$ cat src/sv/ukt_pkg.sv
// shared types and defaults for the unsorted key table
package ukt_pkg;

  localparam int DEF_CAPACITY   = 64;
  localparam int DEF_KEY_BITS   = 16;
  localparam int DEF_VALUE_BITS = 32;

  typedef enum logic [2:0] {
    REQ_INSERT       = 3'd0,
    REQ_RETRIEVE     = 3'd1,
    REQ_DEL_FIRST    = 3'd2,
    REQ_DEL_ALL      = 3'd3,
    REQ_RESET_CURSOR = 3'd4,
    REQ_GET_NEXT     = 3'd5
  } ukt_req_t;

  typedef enum logic [1:0] {
    STAT_OK        = 2'd0,
    STAT_FULL      = 2'd1,
    STAT_NOT_FOUND = 2'd2,
    STAT_PAST_END  = 2'd3
  } ukt_status_t;

  typedef enum logic [1:0] {
    ST_IDLE,
    ST_SCAN,
    ST_MOVE,
    ST_NEXT
  } ukt_state_t;

endpackage

$ cat src/sv/ukt_mem.sv
// single-port-write, single-port-read entry memory with registered read data
module ukt_mem #(
  parameter int DEPTH = 64,
  parameter int WIDTH = 48
) (
  input  logic                     clk,
  input  logic                     we,
  input  logic [$clog2(DEPTH)-1:0] waddr,
  input  logic [WIDTH-1:0]         wdata,
  input  logic [$clog2(DEPTH)-1:0] raddr,
  output logic [WIDTH-1:0]         rdata
);

  logic [WIDTH-1:0] mem [DEPTH];
  logic [WIDTH-1:0] rdata_r;

  always_ff @(posedge clk) begin
    if (we) begin
      mem[waddr] <= wdata;
    end
  end

  always_ff @(posedge clk) begin
    rdata_r <= mem[raddr];
  end

  assign rdata = rdata_r;

endmodule

$ cat src/sv/unsorted_key_table.sv
// unsorted key/value table with linear search over an entry memory
//
//   channel   ports                                   handshake
//   -------   -------------------------------------   ---------------------------
//   request   in_req_type in_search_key in_entry_value start high and busy low
//   result    out_status out_found out_result_key     out_valid, one cycle, no
//             out_result_value out_entry_count         back-pressure
//             out_is_full
//
// insert, reset cursor and unused codes give their result the cycle after accept;
//   get next reads the cursor's entry, then registers it; past end needs no read
// retrieve and deletes scan the entry memory one read a cycle, pipelined against
//   the compare, pausing while a delete refills a matched slot from the tail
// reset clears count, cursor and control only; the entry memory needs no clearing
// one item at a time: busy stays high until its result is strobed out, and a new
//   item may be accepted in the cycle its predecessor's result is shown
module unsorted_key_table #(
  parameter int CAPACITY   = ukt_pkg::DEF_CAPACITY,
  parameter int KEY_BITS   = ukt_pkg::DEF_KEY_BITS,
  parameter int VALUE_BITS = ukt_pkg::DEF_VALUE_BITS
) (
  input  logic                          clk,
  input  logic                          rst_n,
  input  logic                          start,
  output logic                          busy,
  input  logic [2:0]                    in_req_type,
  input  logic [KEY_BITS-1:0]           in_search_key,
  input  logic [VALUE_BITS-1:0]         in_entry_value,
  output logic                          out_valid,
  output logic [1:0]                    out_status,
  output logic                          out_found,
  output logic [KEY_BITS-1:0]           out_result_key,
  output logic [VALUE_BITS-1:0]         out_result_value,
  output logic [$clog2(CAPACITY+1)-1:0] out_entry_count,
  output logic                          out_is_full
);
  import ukt_pkg::*;

  localparam int AW = $clog2(CAPACITY);
  localparam int CW = $clog2(CAPACITY + 1);
  localparam int EW = KEY_BITS + VALUE_BITS;

  // control state
  ukt_state_t            state_r,   state_nxt;
  ukt_req_t              req_r,     req_nxt;
  logic [KEY_BITS-1:0]   key_r,     key_nxt;
  logic [CW-1:0]         count_r,   count_nxt;
  logic [CW-1:0]         cursor_r,  cursor_nxt;
  logic [CW-1:0]         idx_r,     idx_nxt;     // next slot to read in a scan
  logic [AW-1:0]         cmp_idx_r, cmp_idx_nxt; // slot whose data sits on the read port
  logic                  pend_r,    pend_nxt;    // read data valid for compare
  logic                  found_r,   found_nxt;   // some entry matched in this scan

  // result registers
  logic                  valid_r,   valid_nxt;
  ukt_status_t           status_r,  status_nxt;
  logic                  rfound_r,  rfound_nxt;
  logic [KEY_BITS-1:0]   rkey_r,    rkey_nxt;
  logic [VALUE_BITS-1:0] rval_r,    rval_nxt;

  // memory port
  logic                  mem_we;
  logic [AW-1:0]         mem_waddr;
  logic [EW-1:0]         mem_wdata;
  logic [AW-1:0]         mem_raddr;
  logic [EW-1:0]         mem_rdata;

  logic [KEY_BITS-1:0]   rd_key;
  logic [VALUE_BITS-1:0] rd_val;
  logic [CW-1:0]         last;

  assign rd_key = mem_rdata[EW-1:VALUE_BITS];
  assign rd_val = mem_rdata[VALUE_BITS-1:0];
  assign last   = count_r - CW'(1);

  ukt_mem #(
    .DEPTH (CAPACITY),
    .WIDTH (EW)
  ) u_mem (
    .clk   (clk),
    .we    (mem_we),
    .waddr (mem_waddr),
    .wdata (mem_wdata),
    .raddr (mem_raddr),
    .rdata (mem_rdata)
  );

  always_ff @(posedge clk) begin
    if (!rst_n) begin
      state_r  <= ST_IDLE;
      count_r  <= '0;
      cursor_r <= '0;
      pend_r   <= 1'b0;
      found_r  <= 1'b0;
      valid_r  <= 1'b0;
    end else begin
      state_r  <= state_nxt;
      count_r  <= count_nxt;
      cursor_r <= cursor_nxt;
      pend_r   <= pend_nxt;
      found_r  <= found_nxt;
      valid_r  <= valid_nxt;
    end
  end

  always_ff @(posedge clk) begin
    req_r     <= req_nxt;
    key_r     <= key_nxt;
    idx_r     <= idx_nxt;
    cmp_idx_r <= cmp_idx_nxt;
    status_r  <= status_nxt;
    rfound_r  <= rfound_nxt;
    rkey_r    <= rkey_nxt;
    rval_r    <= rval_nxt;
  end

  always_comb begin
    state_nxt   = state_r;
    req_nxt     = req_r;
    key_nxt     = key_r;
    count_nxt   = count_r;
    cursor_nxt  = cursor_r;
    idx_nxt     = idx_r;
    cmp_idx_nxt = cmp_idx_r;
    pend_nxt    = pend_r;
    found_nxt   = found_r;
    valid_nxt   = 1'b0;
    status_nxt  = status_r;
    rfound_nxt  = rfound_r;
    rkey_nxt    = rkey_r;
    rval_nxt    = rval_r;
    mem_we      = 1'b0;
    mem_waddr   = count_r[AW-1:0];
    mem_wdata   = {in_search_key, in_entry_value};
    mem_raddr   = idx_r[AW-1:0];

    unique case (state_r)
      ST_IDLE: begin
        if (start) begin
          // default result: ok with empty payload
          status_nxt = STAT_OK;
          rfound_nxt = 1'b0;
          rkey_nxt   = '0;
          rval_nxt   = '0;
          unique case (in_req_type) inside
            REQ_INSERT: begin
              valid_nxt = 1'b1;
              if (count_r < CW'(CAPACITY)) begin
                // append at the tail slot
                mem_we    = 1'b1;
                count_nxt = count_r + CW'(1);
              end else begin
                status_nxt = STAT_FULL;
              end
            end
            REQ_RETRIEVE, REQ_DEL_FIRST, REQ_DEL_ALL: begin
              req_nxt   = ukt_req_t'(in_req_type);
              key_nxt   = in_search_key;
              idx_nxt   = '0;
              pend_nxt  = 1'b0;
              found_nxt = 1'b0;
              state_nxt = ST_SCAN;
            end
            REQ_RESET_CURSOR: begin
              cursor_nxt = '0;
              valid_nxt  = 1'b1;
            end
            REQ_GET_NEXT: begin
              if (cursor_r < count_r) begin
                mem_raddr = cursor_r[AW-1:0];
                state_nxt = ST_NEXT;
              end else begin
                status_nxt = STAT_PAST_END;
                valid_nxt  = 1'b1;
              end
            end
            default: begin
              // unused codes: no state change, plain ok result
              valid_nxt = 1'b1;
            end
          endcase
        end
      end

      ST_SCAN: begin
        if (pend_r && (rd_key == key_r)) begin
          found_nxt = 1'b1;
          pend_nxt  = 1'b0;
          if (req_r == REQ_RETRIEVE) begin
            status_nxt = STAT_OK;
            rfound_nxt = 1'b1;
            rkey_nxt   = rd_key;
            rval_nxt   = rd_val;
            valid_nxt  = 1'b1;
            state_nxt  = ST_IDLE;
          end else begin
            // fetch the tail entry to fill the matched slot
            mem_raddr = last[AW-1:0];
            state_nxt = ST_MOVE;
          end
        end else if (idx_r < count_r) begin
          // issue the next read while the previous one is compared
          pend_nxt    = 1'b1;
          cmp_idx_nxt = idx_r[AW-1:0];
          idx_nxt     = idx_r + CW'(1);
        end else if (pend_r) begin
          // last compare done without a match, finish next cycle
          pend_nxt = 1'b0;
        end else begin
          status_nxt = found_r ? STAT_OK : STAT_NOT_FOUND;
          rfound_nxt = found_r;
          rkey_nxt   = '0;
          rval_nxt   = '0;
          valid_nxt  = 1'b1;
          state_nxt  = ST_IDLE;
        end
      end

      ST_MOVE: begin
        // read port holds the tail entry
        if (CW'(cmp_idx_r) < last) begin
          mem_we    = 1'b1;
          mem_waddr = cmp_idx_r;
          mem_wdata = mem_rdata;
        end
        count_nxt = last;
        if (req_r == REQ_DEL_FIRST) begin
          status_nxt = STAT_OK;
          rfound_nxt = 1'b1;
          rkey_nxt   = '0;
          rval_nxt   = '0;
          valid_nxt  = 1'b1;
          state_nxt  = ST_IDLE;
        end else begin
          // recheck the filled slot and carry on
          idx_nxt   = CW'(cmp_idx_r);
          pend_nxt  = 1'b0;
          state_nxt = ST_SCAN;
        end
      end

      ST_NEXT: begin
        status_nxt = STAT_OK;
        rfound_nxt = 1'b0;
        rkey_nxt   = rd_key;
        rval_nxt   = rd_val;
        cursor_nxt = cursor_r + CW'(1);
        valid_nxt  = 1'b1;
        state_nxt  = ST_IDLE;
      end

      default: begin
        state_nxt = ST_IDLE;
      end
    endcase
  end

  assign busy             = (state_r != ST_IDLE);
  assign out_valid        = valid_r;
  assign out_status       = status_r;
  assign out_found        = rfound_r;
  assign out_result_key   = rkey_r;
  assign out_result_value = rval_r;
  // count is final by the time the result is strobed
  assign out_entry_count  = count_r;
  assign out_is_full      = (count_r == CW'(CAPACITY));

endmodule
$ cat config.mk
export PLATFORM = sky130hd
export DESIGN_NAME = unsorted_key_table
export DESIGN_NICKNAME = d
export VERILOG_FILES = /design/src/sv/ukt_pkg.sv /design/src/sv/ukt_mem.sv /design/src/sv/unsorted_key_table.sv
export SDC_FILE = /design/constraint.sdc
export NUM_CORES = 2
export LEC_CHECK = 0
export BUFFER_PORTS_ARGS = -buffer_cell sky130_fd_sc_hd__buf_2
export CAP_MARGIN = 0
export CORE_MARGIN = 1
export CORE_UTILIZATION = 57
export DETAILED_ROUTE_END_ITERATION = 6
export PLACE_DENSITY = 0.85
export SLEW_MARGIN = 20
export SYNTH_ARGS = -nofsm -noshare
export SYNTH_HDL_FRONTEND = slang
export SYNTH_HIERARCHICAL = 1
export SYNTH_SLANG_ARGS = --single-unit
$ cat constraint.sdc
create_clock -name clk -period 6.5 [get_ports clk]
set_clock_uncertainty 0.15 [all_clocks]
set_input_delay 1.3 -clock clk [delete_from_list [all_inputs] [get_ports clk]]
set_output_delay 1.3 -clock clk [all_outputs]
set_load 0.01 [all_outputs]
==> impl_metrics.tcl <==
set metrics [dict create \
    yosysWarnings 6 \
    initial_utilization_pct 57.5 \
    hold_path.class "flop to flop" \
    maxSlewViolCount 0 \
    rows 170 \
    min_from "state_r[1]$_SDFFE_PN0P_" \
    fin_setup_tns_ns 0 \
    relSlewSlack_pct 23.1 \
    failed_checks "DRC" \
    grt_pass1_wl_mm 542 \
    clk_path_buf_depth 4 \
    r2r-end "u_mem/mem[44][43]$_DFFE_PP_" \
    die_w_um 468 \
    synth_nets 5832 \
    drt_iter0_markers 15182 \
    die_y_um 468 \
    numClockSinks 3222 \
    crit_arrival_ns 6.84 \
    io_pins 115 \
    ys_ff_latch 3222 \
    min_path_cells 2 \
    dr.pass1.iters 7 \
    final_layout_size_suffix_gt1_share_pct 27.2 \
    setup_viol 0 \
    final_cell_mix "edfxtp_1 (3155), mux4_2 (672), clkbuf_16 (318)" \
    start_kind "flop" \
    status "finished, violations left" \
    syn-instance-count 5754 \
    ant_nets 0 \
    antenna_found_initial 26 \
    p_per_area_mw_per_mm2 438 \
    crit_type "flop to flop" \
    final_nets 6245 \
    p_leak_nw 44.0 \
    crit_fanout 19 \
    io_buffers 114 \
    rsz0062_at_grt "no" \
    cts_tree "yes" \
    numCtsBuffers 310 \
    syn-cell-area_mm2 0.124 \
    die_area_mm2 0.219 \
    fmaxAchievable_mhz 156 \
    drc 4 \
    syn_avg_cell_area_um2 21.5 \
    path_clk_slew_ns 0.07 \
    fill_cells 12100 \
    tightestPinTransition_ns 1.15 \
    synth-seq-area-share_pct 77.5 \
    syn_to_final_growth_pct 12.9 \
    clkLatencyLatePin_ns 0.99 \
    avgRoutedWirePerCell_um 42.5 \
    htree_levels 5 \
    clock-root-buffer "clkbuf_16" \
    cp.required_ns 6.94 \
    hold_viol_final 0 \
    hpwl_mm 202 \
    fin_crit_sh_pct 98.5 \
    place.gp.congestion 0.920 \
    final_common_cell "edfxtp_1" \
    routed_wirelength_mm 394 \
    vias 70870 \
    synthArstFlopShare_pct 0 \
    reg2regPathDepth 17 \
    min_delay_worst_endpoint "state_r[1]$_SDFFE_PN0P_" \
    grt_use_total_pct 35.9 \
    p_total_w 0.0613 \
    synth_edf_count 3155 \
    grt_max_degree 109 \
    reg2reg_slack_ns 0.1 \
    drv_cap 0 \
    min_period_ns 6.40 \
    grt_pass1_vias 70474 \
    synth_cell_type_count 70 \
    vias_per_cell 7.65 \
    r2r_start "out_entry_count[0]$_SDFFE_PN0P_" \
    core-area_mm2 0.215 \
    grt_overflow_total 0 \
    vdd_drop_max_mv 0.376 \
    synth-main-ff-cell "edfxtp_1" \
    endpoint_kind "flop" \
]
==> critical path, cell delays in order (launching register included) <==
cell	delay, ns
dfxtp_1	0.57
inv_1	0.21
ha_1	0.30
xor2_1	0.30
inv_1	0.11
ha_1	0.28
o21ai_0	0.19
a21oi_1	0.12
a211oi_1	0.37
o31ai_2	0.13
a21oi_4	0.38
buf_4	0.45
nand2b_1	0.33
nand2_1	0.26
nor2_1	0.23
nand2_1	0.48
nor2_4	0.68
buf_4	0.44
==> synth_stat cells, types with 6 or more instances <==
cell type  count  area share, %
edfxtp_1    3155             76
mux4_2       672             12
mux2i_1      201            1.6
clkbuf_1     148           0.45
o22ai_1      132           0.67
nand2_1      129           0.39
nor2_1       125           0.38
mux2_2       111            1.0
nand3_1      111           0.45
buf_2        102           0.41
a22oi_1       85           0.51
nor2b_1       78           0.39
nand4_1       72           0.36
dfxtp_1       67            1.1
a21oi_1       45           0.18
a211oi_1      44           0.27
o221ai_1      38           0.27
a221o_1       34           0.27
o21ai_0       30           0.12
buf_4         27           0.16
ha_1          24           0.24
and3_1        23           0.12
buf_6         23           0.21
xor2_1        21           0.15
inv_1         19          0.058
a311o_1       18           0.15
o211ai_1      17           0.10
o22a_1        17           0.12
nand2b_1      16          0.081
buf_1         15          0.045
mux2_1        13           0.12
or2_2         13          0.066
xnor2_1       13          0.092
nor3_1         9          0.036
buf_12         8           0.13
buf_8          8          0.097
o31ai_1        8          0.048
a221oi_1       7          0.049
nor3b_1        7          0.042
nor4_1         7          0.035
o21a_1         7          0.042
and2_1         6          0.030
or3_1          6          0.030
==> routing by layer <==
metal | part of all wire [%] | GRT usage [%] | vias to the layer above
met4 | 9.1 | 24.9 | 34
li1 | - | - | 25064
met3 | 17 | 15.5 | 2420
met5 | 0.13 | 0.584 | -
met2 | 45 | 54.2 | 8514
met1 | 28 | 41.3 | 34838
==> power breakdown <==
group	switching, W	internal (W)
combinational	0.0122	0.00704
clock	0.00793	0.0104
sequential	0.000403	0.0234
total	0.0205	0.0408
==> repair_timing <==
action | 4_1_cts | 5_1_grt
resized for setup | 0 | 0
buffers inserted | 0 | 10
setup endpoints to repair | 0 | 33
hold buffers | 0 | 0
==> flip-flops by register name, indices dropped and copies added (netlist names) <==
register / flops
u_mem/rdata: 48
idx_r: 7
found_r: 1
out_entry_count: 7
key_r: 16
state_r: 2
out_found: 1
out_valid: 1
out_result_value: 32
req_r: 3
out_status: 2
pend_r: 1
cmp_idx_r: 6
u_mem/mem: 3072
out_result_key: 16
cursor_r: 7
==> logic make-up (layout without fill, tap and decap cells) <==
group	Yosys count	count (layout)	share of synthesized area, %
XOR/XNOR	34	34	0.240
buffers and inverters	352	997	1.57
AND/OR/NAND/NOR	617	617	2.51
multiplexers	997	997	15.0
other	0	25	0
adder cells (fa/ha/maj)	24	24	0.242
AO/OA/AOI/OAI	508	508	2.99
flip-flops	3222	3222	77.5
==> area by class of cell <==
cell class | instances | area [um^2] | area share (%)
inverters | 21 | 78.8 | 0.0563
flip-flops and latches | 3222 | 96100 | 68.6
clock buffers | 402 | 8380 | 5.99
repair buffers | 432 | 3640 | 2.60
clock inverters | 142 | 1540 | 1.10
diodes | 25 | 62.6 | 0.0447
multi-input cells | 2180 | 26700 | 19.0
well taps | 2838 | 3550 | 2.54
==> metrics by stage <==
| step | util [%] | area, um^2 | instances | hold slack, ns | setup slack [ns] |
|---|---|---|---|---|---|
| floorplan | - | 124000 | 5754 | 0.318 | 0.175 |
| global placement | 60.2 | 130000 | 8681 | 0.332 | 0.697 |
| detailed placement | 60.3 | 130000 | 8683 | 0.368 | 0.571 |
| CTS | 64.9 | 140000 | 9227 | 0.364 | 0.319 |
| global route | 64.9 | 140000 | 9239 | 0.386 | 0.0529 |
| finish | 65.0 | 140000 | 9262 | 0.367 | 0.0958 |
==> how the worst max path moves through the flow <==
stage	end	startpoint	slack (ns)	cells after the start
floorplan	u_mem/mem[28][0]$_DFFE_PP_	out_entry_count[0]$_SDFFE_PN0P_	0.17	16
global placement	u_mem/mem[36][12]$_DFFE_PP_	out_entry_count[0]$_SDFFE_PN0P_	0.70	15
detailed placement	u_mem/mem[36][12]$_DFFE_PP_	out_entry_count[0]$_SDFFE_PN0P_	0.57	15
CTS	u_mem/mem[36][2]$_DFFE_PP_	out_entry_count[0]$_SDFFE_PN0P_	0.32	15
global route	u_mem/mem[44][43]$_DFFE_PP_	out_entry_count[0]$_SDFFE_PN0P_	0.05	17
finish	u_mem/mem[44][43]$_DFFE_PP_	out_entry_count[0]$_SDFFE_PN0P_	0.1	17
Note: power is estimated with default switching activity, not from simulation.
